--- config.mk ---
export PLATFORM = sky130hd
export DESIGN_NAME = crc32_frame_deframer_core
export DESIGN_NICKNAME = d
export VERILOG_FILES = /design/src/hdl/crcfd_pkg.sv /design/src/hdl/crcfd_front.sv /design/src/hdl/crcfd_queue.sv /design/src/hdl/crcfd_back.sv /design/src/hdl/crc32_frame_deframer_core.sv
export SDC_FILE = /design/constraint.sdc
export NUM_CORES = 1
export LEC_CHECK = 0
export BUFFER_PORTS_ARGS = -buffer_cell sky130_fd_sc_hd__buf_2
export CAP_MARGIN = 20
export CORE_MARGIN = 5
export CORE_UTILIZATION = 56
export DETAILED_ROUTE_END_ITERATION = 8
export PLACE_DENSITY = 0.76
export REMOVE_ABC_BUFFERS = 1
export SYNTH_ARGS = -nofsm -noshare
export SYNTH_HDL_FRONTEND = slang
export SYNTH_SLANG_ARGS = --single-unit
--- constraint.sdc ---
create_clock -name clk -period 8.2 [get_ports clk]
set_clock_uncertainty 0.05 [all_clocks]
set_input_delay 0.41 -clock clk [delete_from_list [all_inputs] [get_ports clk]]
set_output_delay 0.41 -clock clk [all_outputs]
set_load 0.02 [all_outputs]
--- src/hdl/crcfd_pkg.sv ---
// crcfd_pkg: types, constants and the CRC-32 byte step shared by the deframer.
// No dependencies.
`timescale 1ns / 1ps

package crcfd_pkg;

	localparam int HEADER_BYTES = 18;
	localparam int CRC_SPAN     = 14;
	localparam int POS_W        = 11;
	localparam int QUEUE_DEPTH  = 4;
	localparam int CFG_IDX_W    = 2;
	localparam int CFG_DATA_W   = 11;

	localparam logic [15:0] MAX_PAYLOAD = 16'd1024;
	localparam logic [15:0] LIMIT_CAP   = 16'((2 ** POS_W) - 1 - HEADER_BYTES);

	localparam logic [31:0] CRC_POLY = 32'hEDB8_8320;
	localparam logic [31:0] CRC_ONES = 32'hFFFF_FFFF;

	localparam logic [7:0] MAGIC [4] = '{8'h4D, 8'h57, 8'h52, 8'h50};

	localparam logic [CFG_IDX_W-1:0] REG_PROTOCOL_VERSION = 2'd0;
	localparam logic [CFG_IDX_W-1:0] REG_PAYLOAD_LIMIT    = 2'd1;

	localparam logic OP_BYTE   = 1'b0;
	localparam logic OP_RESYNC = 1'b1;

	typedef enum logic [1:0] {
		KIND_PAYLOAD = 2'd0,
		KIND_VERDICT = 2'd1,
		KIND_REJECT  = 2'd2
	} kind_t;

	localparam logic [2:0] ST_OK          = 3'd0;
	localparam logic [2:0] ST_CRC_BAD     = 3'd1;
	localparam logic [2:0] ST_BAD_VERSION = 3'd2;
	localparam logic [2:0] ST_FLAGS_SET   = 3'd3;
	localparam logic [2:0] ST_TOO_LONG    = 3'd4;

	// results of one item: optional payload byte, then optional verdict/reject
	typedef struct packed {
		logic        has_pay;
		logic        has_fin;
		kind_t       fin_kind;
		logic [7:0]  pay_byte;
		logic [7:0]  ftype;
		logic [31:0] seq;
		logic [15:0] len;
		logic [2:0]  status;
		logic [31:0] err;
		logic [31:0] acc;
	} rec_t;

	function automatic logic [31:0] crc_byte(input logic [31:0] c, input logic [7:0] b);
		logic [31:0] v;
		v = c ^ {24'd0, b};
		for (int i = 0; i < 8; i++) begin
			v = v[0] ? ((v >> 1) ^ CRC_POLY) : (v >> 1);
		end
		return v;
	endfunction

endpackage

--- src/hdl/crcfd_front.sv ---
// crcfd_front: accepts stream bytes, tracks the frame, checks header and CRC,
// and emits one record per item that gives results. Depends on crcfd_pkg.
`timescale 1ns / 1ps

module crcfd_front (
	input  logic                              clk,
	input  logic                              arst_n,
	input  logic                              take,
	input  logic                              op,
	input  logic [7:0]                        data_byte,
	input  logic                              cfg_wr,
	input  logic [crcfd_pkg::CFG_IDX_W-1:0]   cfg_index,
	input  logic [crcfd_pkg::CFG_DATA_W-1:0]  cfg_data,
	output logic                              rec_vld,
	output crcfd_pkg::rec_t                   rec
);
	import crcfd_pkg::*;

	logic [7:0]       pver_q;
	logic [10:0]      plim_q;
	logic [POS_W-1:0] pos_q, pos_d, pos_n;
	logic [31:0]      crc_q, crc_d, crc_b, crc_m;
	logic [7:0]       hver_q, hver_d, htype_q, htype_d;
	logic [15:0]      hflags_q, hflags_d, hlen_q, hlen_d;
	logic [31:0]      hseq_q, hseq_d, rcrc_q, rcrc_d;
	logic [31:0]      err_q, err_d, acc_q, acc_d;
	logic [15:0]      lim;
	logic [16:0]      end_pos;
	logic             do_verdict;

	assign crc_b   = crc_byte(crc_q, data_byte);
	assign crc_m   = crc_byte(CRC_ONES, data_byte);
	assign pos_n   = pos_q + 1'b1;
	assign end_pos = 17'(HEADER_BYTES) + {1'b0, hlen_q};

	always_comb begin
		lim = {5'd0, plim_q};
		if (lim > MAX_PAYLOAD) lim = MAX_PAYLOAD;
		if (lim > LIMIT_CAP) lim = LIMIT_CAP;
	end

	always_comb begin
		pos_d      = pos_q;
		crc_d      = crc_q;
		hver_d     = hver_q;
		htype_d    = htype_q;
		hflags_d   = hflags_q;
		hseq_d     = hseq_q;
		hlen_d     = hlen_q;
		rcrc_d     = rcrc_q;
		err_d      = err_q;
		acc_d      = acc_q;
		rec_vld    = 1'b0;
		rec        = '0;
		do_verdict = 1'b0;
		if (take) begin
			if (op == OP_RESYNC) begin
				pos_d = '0;
				crc_d = CRC_ONES;
			end else if (pos_q == '0 || (pos_q < POS_W'(4) && data_byte != MAGIC[pos_q[1:0]])) begin
				if (pos_q != '0) err_d = err_q + 1'b1;
				if (data_byte == MAGIC[0]) begin
					pos_d = POS_W'(1);
					crc_d = crc_m;
				end else begin
					pos_d = '0;
					crc_d = CRC_ONES;
				end
			end else if (pos_q < POS_W'(4)) begin
				crc_d = crc_b;
				pos_d = pos_n;
			end else if (pos_q < POS_W'(HEADER_BYTES)) begin
				if (pos_q < POS_W'(CRC_SPAN)) crc_d = crc_b;
				case (pos_q[4:0])
					5'd4:    hver_d          = data_byte;
					5'd5:    htype_d         = data_byte;
					5'd6:    hflags_d[7:0]   = data_byte;
					5'd7:    hflags_d[15:8]  = data_byte;
					5'd8:    hseq_d[7:0]     = data_byte;
					5'd9:    hseq_d[15:8]    = data_byte;
					5'd10:   hseq_d[23:16]   = data_byte;
					5'd11:   hseq_d[31:24]   = data_byte;
					5'd12:   hlen_d[7:0]     = data_byte;
					5'd13:   hlen_d[15:8]    = data_byte;
					5'd14:   rcrc_d[7:0]     = data_byte;
					5'd15:   rcrc_d[15:8]    = data_byte;
					5'd16:   rcrc_d[23:16]   = data_byte;
					default: rcrc_d[31:24]   = data_byte;
				endcase
				pos_d = pos_n;
				if (pos_n == POS_W'(HEADER_BYTES)) begin
					if (hver_d != pver_q) rec.status = ST_BAD_VERSION;
					else if (hflags_d != 16'd0) rec.status = ST_FLAGS_SET;
					else if (hlen_d > lim) rec.status = ST_TOO_LONG;
					if (rec.status != ST_OK) begin
						err_d        = err_q + 1'b1;
						rec_vld      = 1'b1;
						rec.has_fin  = 1'b1;
						rec.fin_kind = KIND_REJECT;
						pos_d        = '0;
						crc_d        = CRC_ONES;
					end else if (hlen_d == 16'd0) begin
						do_verdict = 1'b1;
					end
				end
			end else begin
				crc_d        = crc_b;
				rec_vld      = 1'b1;
				rec.has_pay  = 1'b1;
				rec.pay_byte = data_byte;
				pos_d        = pos_n;
				if ({6'd0, pos_n} >= end_pos) do_verdict = 1'b1;
			end
			if (do_verdict) begin
				rec_vld      = 1'b1;
				rec.has_fin  = 1'b1;
				rec.fin_kind = KIND_VERDICT;
				if ((crc_d ^ CRC_ONES) == rcrc_d) begin
					acc_d      = acc_q + 1'b1;
					rec.status = ST_OK;
				end else begin
					err_d      = err_q + 1'b1;
					rec.status = ST_CRC_BAD;
				end
				pos_d = '0;
				crc_d = CRC_ONES;
			end
		end
		rec.ftype = htype_d;
		rec.seq   = hseq_d;
		rec.len   = hlen_d;
		rec.err   = err_d;
		rec.acc   = acc_d;
	end

	always_ff @(posedge clk or negedge arst_n) begin
		if (!arst_n) begin
			pver_q <= 8'd1;
			plim_q <= 11'd1024;
			pos_q  <= '0;
			crc_q  <= CRC_ONES;
			err_q  <= '0;
			acc_q  <= '0;
		end else begin
			if (cfg_wr && cfg_index == REG_PROTOCOL_VERSION) pver_q <= cfg_data[7:0];
			if (cfg_wr && cfg_index == REG_PAYLOAD_LIMIT) plim_q <= cfg_data[10:0];
			pos_q <= pos_d;
			crc_q <= crc_d;
			err_q <= err_d;
			acc_q <= acc_d;
		end
	end

	always_ff @(posedge clk) begin
		hver_q   <= hver_d;
		htype_q  <= htype_d;
		hflags_q <= hflags_d;
		hseq_q   <= hseq_d;
		hlen_q   <= hlen_d;
		rcrc_q   <= rcrc_d;
	end

endmodule

--- src/hdl/crcfd_queue.sv ---
// crcfd_queue: short record queue between front and back.
// Depends on crcfd_pkg.
`timescale 1ns / 1ps

module crcfd_queue #(
	parameter int DEPTH = crcfd_pkg::QUEUE_DEPTH
) (
	input  logic            clk,
	input  logic            arst_n,
	input  logic            wr,
	input  crcfd_pkg::rec_t wr_rec,
	input  logic            rd,
	output crcfd_pkg::rec_t rd_rec,
	output logic            has_data,
	output logic            is_full
);
	import crcfd_pkg::*;

	localparam int AW = (DEPTH > 1) ? $clog2(DEPTH) : 1;
	localparam int CW = $clog2(DEPTH + 1);

	rec_t          mem [DEPTH];
	logic [AW-1:0] wp_q, rp_q;
	logic [CW-1:0] cnt_q;

	assign has_data = (cnt_q != '0);
	assign is_full  = (cnt_q == CW'(DEPTH));
	assign rd_rec   = mem[rp_q];

	always_ff @(posedge clk) begin
		if (wr) mem[wp_q] <= wr_rec;
	end

	always_ff @(posedge clk or negedge arst_n) begin
		if (!arst_n) begin
			wp_q  <= '0;
			rp_q  <= '0;
			cnt_q <= '0;
		end else begin
			if (wr) wp_q <= (wp_q == AW'(DEPTH - 1)) ? '0 : wp_q + 1'b1;
			if (rd) rp_q <= (rp_q == AW'(DEPTH - 1)) ? '0 : rp_q + 1'b1;
			if (wr && !rd) cnt_q <= cnt_q + 1'b1;
			else if (rd && !wr) cnt_q <= cnt_q - 1'b1;
		end
	end

endmodule

--- src/hdl/crcfd_back.sv ---
// crcfd_back: output register; splits each record into its results.
// Depends on crcfd_pkg.
`timescale 1ns / 1ps

module crcfd_back (
	input  logic            clk,
	input  logic            arst_n,
	input  logic            q_has,
	input  crcfd_pkg::rec_t q_rec,
	output logic            q_rd,
	input  logic            pop,
	output logic            empty,
	output logic [1:0]      kind,
	output logic [7:0]      payload_byte,
	output logic [7:0]      frame_type,
	output logic [31:0]     sequence_res,
	output logic [15:0]     length_field,
	output logic [2:0]      status,
	output logic [31:0]     error_total,
	output logic [31:0]     accepted_total,
	output logic            last_of_run
);
	import crcfd_pkg::*;

	rec_t rec_q;
	logic vld_q, second_q;
	logic on_pay, pair, done;

	assign on_pay = rec_q.has_pay && !second_q;
	assign pair   = rec_q.has_pay && rec_q.has_fin;
	assign done   = pop && vld_q && !(pair && !second_q);
	assign q_rd   = q_has && (!vld_q || done);

	assign empty          = !vld_q;
	assign kind           = on_pay ? KIND_PAYLOAD : rec_q.fin_kind;
	assign payload_byte   = on_pay ? rec_q.pay_byte : 8'd0;
	assign status         = on_pay ? ST_OK : rec_q.status;
	assign last_of_run    = !(on_pay && rec_q.has_fin);
	assign frame_type     = rec_q.ftype;
	assign sequence_res   = rec_q.seq;
	assign length_field   = rec_q.len;
	assign error_total    = rec_q.err;
	assign accepted_total = rec_q.acc;

	always_ff @(posedge clk or negedge arst_n) begin
		if (!arst_n) begin
			vld_q    <= 1'b0;
			second_q <= 1'b0;
		end else if (q_rd) begin
			vld_q    <= 1'b1;
			second_q <= 1'b0;
		end else if (done) begin
			vld_q    <= 1'b0;
			second_q <= 1'b0;
		end else if (pop && vld_q) begin
			second_q <= 1'b1;
		end
	end

	always_ff @(posedge clk) begin
		if (q_rd) rec_q <= q_rec;
	end

endmodule

--- src/hdl/crc32_frame_deframer_core.sv ---
// crc32_frame_deframer_core: top level of the CRC-32 checked frame deframer.
// Depends on crcfd_pkg, crcfd_front, crcfd_queue, crcfd_back.
`timescale 1ns / 1ps

// One byte item is taken per clock whenever full is low; the front parser
// handles it in that cycle with a byte-wide CRC-32 step and a position
// counter. An item gives zero, one or two results (the last payload byte
// gives the byte and the verdict). Results leave at one per clock through
// an output register fed by a QUEUE_DEPTH-entry record queue, so full only
// rises when the consumer stalls or pairs of results pile up. The header
// fields and counters on the result ports belong to the frame and the item
// that caused the result. Configuration writes are always ready.
module crc32_frame_deframer_core #(
	parameter int QUEUE_DEPTH = crcfd_pkg::QUEUE_DEPTH
) (
	input  logic                              clk,
	input  logic                              arst_n,
	input  logic                              push,
	output logic                              full,
	input  logic                              op,
	input  logic [7:0]                        data_byte,
	output logic                              empty,
	input  logic                              pop,
	output logic [1:0]                        kind,
	output logic [7:0]                        payload_byte,
	output logic [7:0]                        frame_type,
	output logic [31:0]                       sequence_res,
	output logic [15:0]                       length_field,
	output logic [2:0]                        status,
	output logic [31:0]                       error_total,
	output logic [31:0]                       accepted_total,
	output logic                              last_of_run,
	input  logic                              cfg_valid,
	output logic                              cfg_ready,
	input  logic [crcfd_pkg::CFG_IDX_W-1:0]   cfg_index,
	input  logic [crcfd_pkg::CFG_DATA_W-1:0]  cfg_data
);
	import crcfd_pkg::*;

	logic take, rec_vld, q_rd, q_has, q_full;
	rec_t rec, q_rec;

	assign full      = q_full;
	assign take      = push && !q_full;
	assign cfg_ready = 1'b1;

	crcfd_front u_front (
		.clk       (clk),
		.arst_n    (arst_n),
		.take      (take),
		.op        (op),
		.data_byte (data_byte),
		.cfg_wr    (cfg_valid && cfg_ready),
		.cfg_index (cfg_index),
		.cfg_data  (cfg_data),
		.rec_vld   (rec_vld),
		.rec       (rec)
	);

	crcfd_queue #(
		.DEPTH (QUEUE_DEPTH)
	) u_queue (
		.clk      (clk),
		.arst_n   (arst_n),
		.wr       (rec_vld),
		.wr_rec   (rec),
		.rd       (q_rd),
		.rd_rec   (q_rec),
		.has_data (q_has),
		.is_full  (q_full)
	);

	crcfd_back u_back (
		.clk            (clk),
		.arst_n         (arst_n),
		.q_has          (q_has),
		.q_rec          (q_rec),
		.q_rd           (q_rd),
		.pop            (pop),
		.empty          (empty),
		.kind           (kind),
		.payload_byte   (payload_byte),
		.frame_type     (frame_type),
		.sequence_res   (sequence_res),
		.length_field   (length_field),
		.status         (status),
		.error_total    (error_total),
		.accepted_total (accepted_total),
		.last_of_run    (last_of_run)
	);

	a_no_write_when_full: assert property (@(posedge clk) disable iff (!arst_n)
		rec_vld |-> !q_full)
		else $error("record written into a full queue");

	a_only_payload_not_last: assert property (@(posedge clk) disable iff (!arst_n)
		(!empty && !last_of_run) |-> (kind == KIND_PAYLOAD))
		else $error("non-last result is not a payload byte");

	a_verdict_follows_payload: assert property (@(posedge clk) disable iff (!arst_n)
		(pop && !empty && !last_of_run) |=> (!empty && kind == KIND_VERDICT && last_of_run))
		else $error("verdict missing after last payload byte");

endmodule

==> reports/summary.txt <==
Status: complete, no violations
Min-delay src: pop
Row count: 98
Global-route wire length before repair: 151000 um
Fmax: 142 MHz
Max_cap viols: 0
Crit-path leading delay family: compound AO/OA/AOI/OAI gates
CP endpoint kind: register
DP HPWL: 61800 um
Async SR Flop Fraction: 14.6%
CTS buffer count: 91
Critical path's slowest cell: o311ai_0
Initial antenna violation count: 4
# setup viols final: 0
Post-layout util: 62.7%
Crit path largest cell delay: 0.85 ns
Post-CTS Setup Inserts: 0
Largest net degree at the start of global routing: 139
Synth Area per Inst: 14.8 sq um
Cells after synthesis: 2739
WP data required: 8.47 ns
Grt total ovfl: 0
Worst hold slack: 0.0977 ns
Max IR drop VDD: 0.000597 V
Final hold vios: 0
Critical Path Fanout Max: 23
TNS Setup: 0 ns
Ratio of cells with drive above 1 in the final layout: 23.0%
Cells after DPL: 3648
LEAKAGE: 14.6 nW
Vias per cell: 6.23
Vias: 23900
Diode count: 0
Worst EP arrival: 7.31 ns
Sequential share of the synthesized area: 65.5%
Clk_lat worst skew: 0.65 ns
Area of the multi-input gates: 0.0123 sq mm
Post-synth EDFFs: 731
H-tree depth: 3
Slew headroom: 32.1%
Pre-Repair DR Iteration Count: 7
Synth cell types: 92
# IOs: 164
CTS Buffer Depth: 3
Commonest cells after routing, fill and taps aside: edfxtp_1, nand2_1, buf_2
Post-route ant nets: 0
Power per cell area: 260 mW/mm^2
Final Cycle Share: 85.9%
Placer Congestion: 0.930
Pins over their slew limit: 0
Initial Utilization: 56.5%
Die H: 279 um
Worst setup SP type: register
Root Buffer: clkbuf_16
Critical R2R Launch: u_front.pos_q[2]
HP Class: in -> reg
Hold depth: 4
Filler instances: 5070
Buffers added on ports: 162
R2R Path End: u_queue.mem[2][50]
RSZ-0062 raised after global routing: false
WL/cell: 25.8 um
DRC Markers: 0
Setup slack, reg-to-reg: 1.16 ns
Critical path type: reg -> reg
Worst hold endpoint: u_back.vld_q
Routed WL: 98700 um
Core Region: 0.0716 sq mm
CTS tree: done
Post-Syn Area: 0.0404 sq mm
DRT iter0 DRCs: 2666
CP bufs+invs: 1
Area delta synth->final: 11.0%
Register bit total from synthesis: 922
Non-Filler Instances: 3831
R2r worst-path depth: 18
Top_reg_cell synth: edfxtp_1
Synth warn: 0
Die X: 279 um
Min cycle time layout: 7.04 ns
CP Cell Sequence: nor2b_1 -> nand3_1 -> buf_4 -> o21ai_0 -> ha_1 -> a21oi_1 -> nand2_1 -> a211o_1 -> o21ai_0 -> nand4_1 -> a221o_1 -> a22oi_1 -> a211oi_1 -> nand4b_1 -> and4b_1 -> a21oi_4 -> nand2_1 -> o311ai_0
Clock sinks: 922
Seq. cell area: 0.0265 sq mm
Total track usage: 25.2%
Clock slew at reported path FFs: 0.06 ns
Die area: 0.0777 sq mm
Nets: 2871
Leading cell type in the layout, fill and taps excluded: edfxtp_1
Number of global-route vias before repair: 24100
Worst-Margin Slew: 1.02 ns
## synthesized netlist by cell type, types with 6 or more instances
| master | n | area (sq um) |
|---|---|---|
| nand2_1 | 188 | 706 |
| nor4_1 | 30 | 188 |
| mux4_2 | 135 | 3040 |
| a221o_1 | 8 | 80.1 |
| and3_1 | 26 | 163 |
| clkbuf_1 | 104 | 390 |
| dfxtp_1 | 56 | 1120 |
| o2111ai_1 | 9 | 78.8 |
| edfxtp_1 | 731 | 22000 |
| xnor2_1 | 114 | 998 |
| o21ai_0 | 133 | 666 |
| o211ai_1 | 20 | 150 |
| a31oi_1 | 18 | 113 |
| a41oi_1 | 6 | 52.6 |
| and2_1 | 23 | 144 |
| buf_2 | 14 | 70.1 |
| inv_1 | 54 | 203 |
| o22ai_1 | 15 | 93.8 |
| a211oi_1 | 15 | 113 |
| dfrtp_1 | 101 | 2530 |
| nor2_1 | 125 | 469 |
| buf_1 | 22 | 82.6 |
| mux2_2 | 88 | 991 |
| nor2b_1 | 17 | 106 |
| mux2i_1 | 23 | 230 |
| nor3b_1 | 7 | 52.6 |
| a21oi_1 | 96 | 480 |
| nand2b_1 | 13 | 81.3 |
| or3_1 | 11 | 68.8 |
| ha_1 | 39 | 488 |
| xor2_1 | 88 | 771 |
| nor3_1 | 30 | 150 |
| a21o_1 | 13 | 97.6 |
| buf_4 | 122 | 916 |
| xnor3_1 | 7 | 158 |
| dfstp_2 | 34 | 893 |
| or4_1 | 8 | 60.1 |
| nand4_1 | 22 | 138 |
| o41ai_1 | 6 | 52.6 |
| nand3_1 | 53 | 265 |
## sequential cells by signal, indices dropped and copies added, names as in the netlist, 11 cells and up
name,count
u_front.plim_q,11
u_front.acc_q,32
u_front.rcrc_q,32
u_back.rec_q,15
u_front.err_q,32
u_back.accepted_total,32
u_back.sequence_res,32
u_back.length_field,16
u_front.hlen_q,16
u_front.hflags_q,16
u_queue.mem,540
u_front.pos_q,11
u_front.hseq_q,32
u_back.error_total,32
u_front.crc_q,32
## cells by family after synthesis
group / Yosys count / share of synthesized area (%)
DFF: 922 / 65.5
AOI/OAI and AO/OA: 407 / 6.39
adders and majority gates: 40 / 1.26
xor gates and xnor gates: 212 / 4.90
buffers and inverters: 323 / 4.20
and+or+nand+nor: 587 / 7.16
muxes: 247 / 10.6
other: 1 / 0.00927
## how the worst max path moves through the flow
stage,startpoint,end,slack (ns),cells past startpoint
2_1_floorplan,u_back.rec_q[134],u_queue.cnt_q[1],-0.93,9
3_3_place_gp,u_front.pos_q[2],u_queue.mem[0][50],1.64,18
3_5_place_dp,u_front.pos_q[2],u_queue.mem[1][50],1.34,18
4_1_cts,u_front.pos_q[2],u_queue.mem[0][50],1.34,18
5_1_grt,u_front.pos_q[1],u_queue.mem[0][50],0.75,19
6_report,u_front.pos_q[2],u_queue.mem[2][50],1.16,18
## per-layer routing
layer	track usage, %	up-vias	routed length (um)	share of wire, %
met1	36.4	12100	40900	41
met2	40.9	1128	47700	48
met4	6.85	2	2550	2.6
li1	-	10400	-	-
met5	0	-	11	0.011
met3	3.73	206	7650	7.7
## metrics by stage
step | instance area, sq um | worst slack (ns) | total power, mW
after floorplan | 39000 | -0.927 | 7.02
after global placement | 41600 | 1.64 | 7.49
after detailed placement | 41600 | 1.34 | 7.52
final | 44900 | 1.16 | 11.7
after CTS | 44900 | 1.34 | 11.8
after global routing | 44900 | 0.752 | 12.1
## power by group
part | internal (mW) | leakage, nW | switching, mW
Clock | 2.48 | 1.50 | 1.79
Combinational | 0.698 | 5.31 | 1.10
Sequential | 5.36 | 7.76 | 0.245
## worst min-delay path, cell delays in order
cell	delay [ns]
buf_2	0.10
nand2_1	0.10
nand2_1	0.10
nand2_1	0.05
## cell type report
type                       count  area share [%]
multi-input combinational   1494            27.4
tap                          950            2.65
clock inverter                32            1.00
clock buffer                 138            5.92
inverter                      59           0.496
sequential                   922            59.0
timing repair buffer         236            3.45
## what timing repair did
action / CTS / global route
resized for setup: 0 / 0
hold buffers: 12 / 0
hold endpoints to repair: 56 / 0
endpoints found under the setup margin: 0 / 0
(Power assumes the default switching activity.)
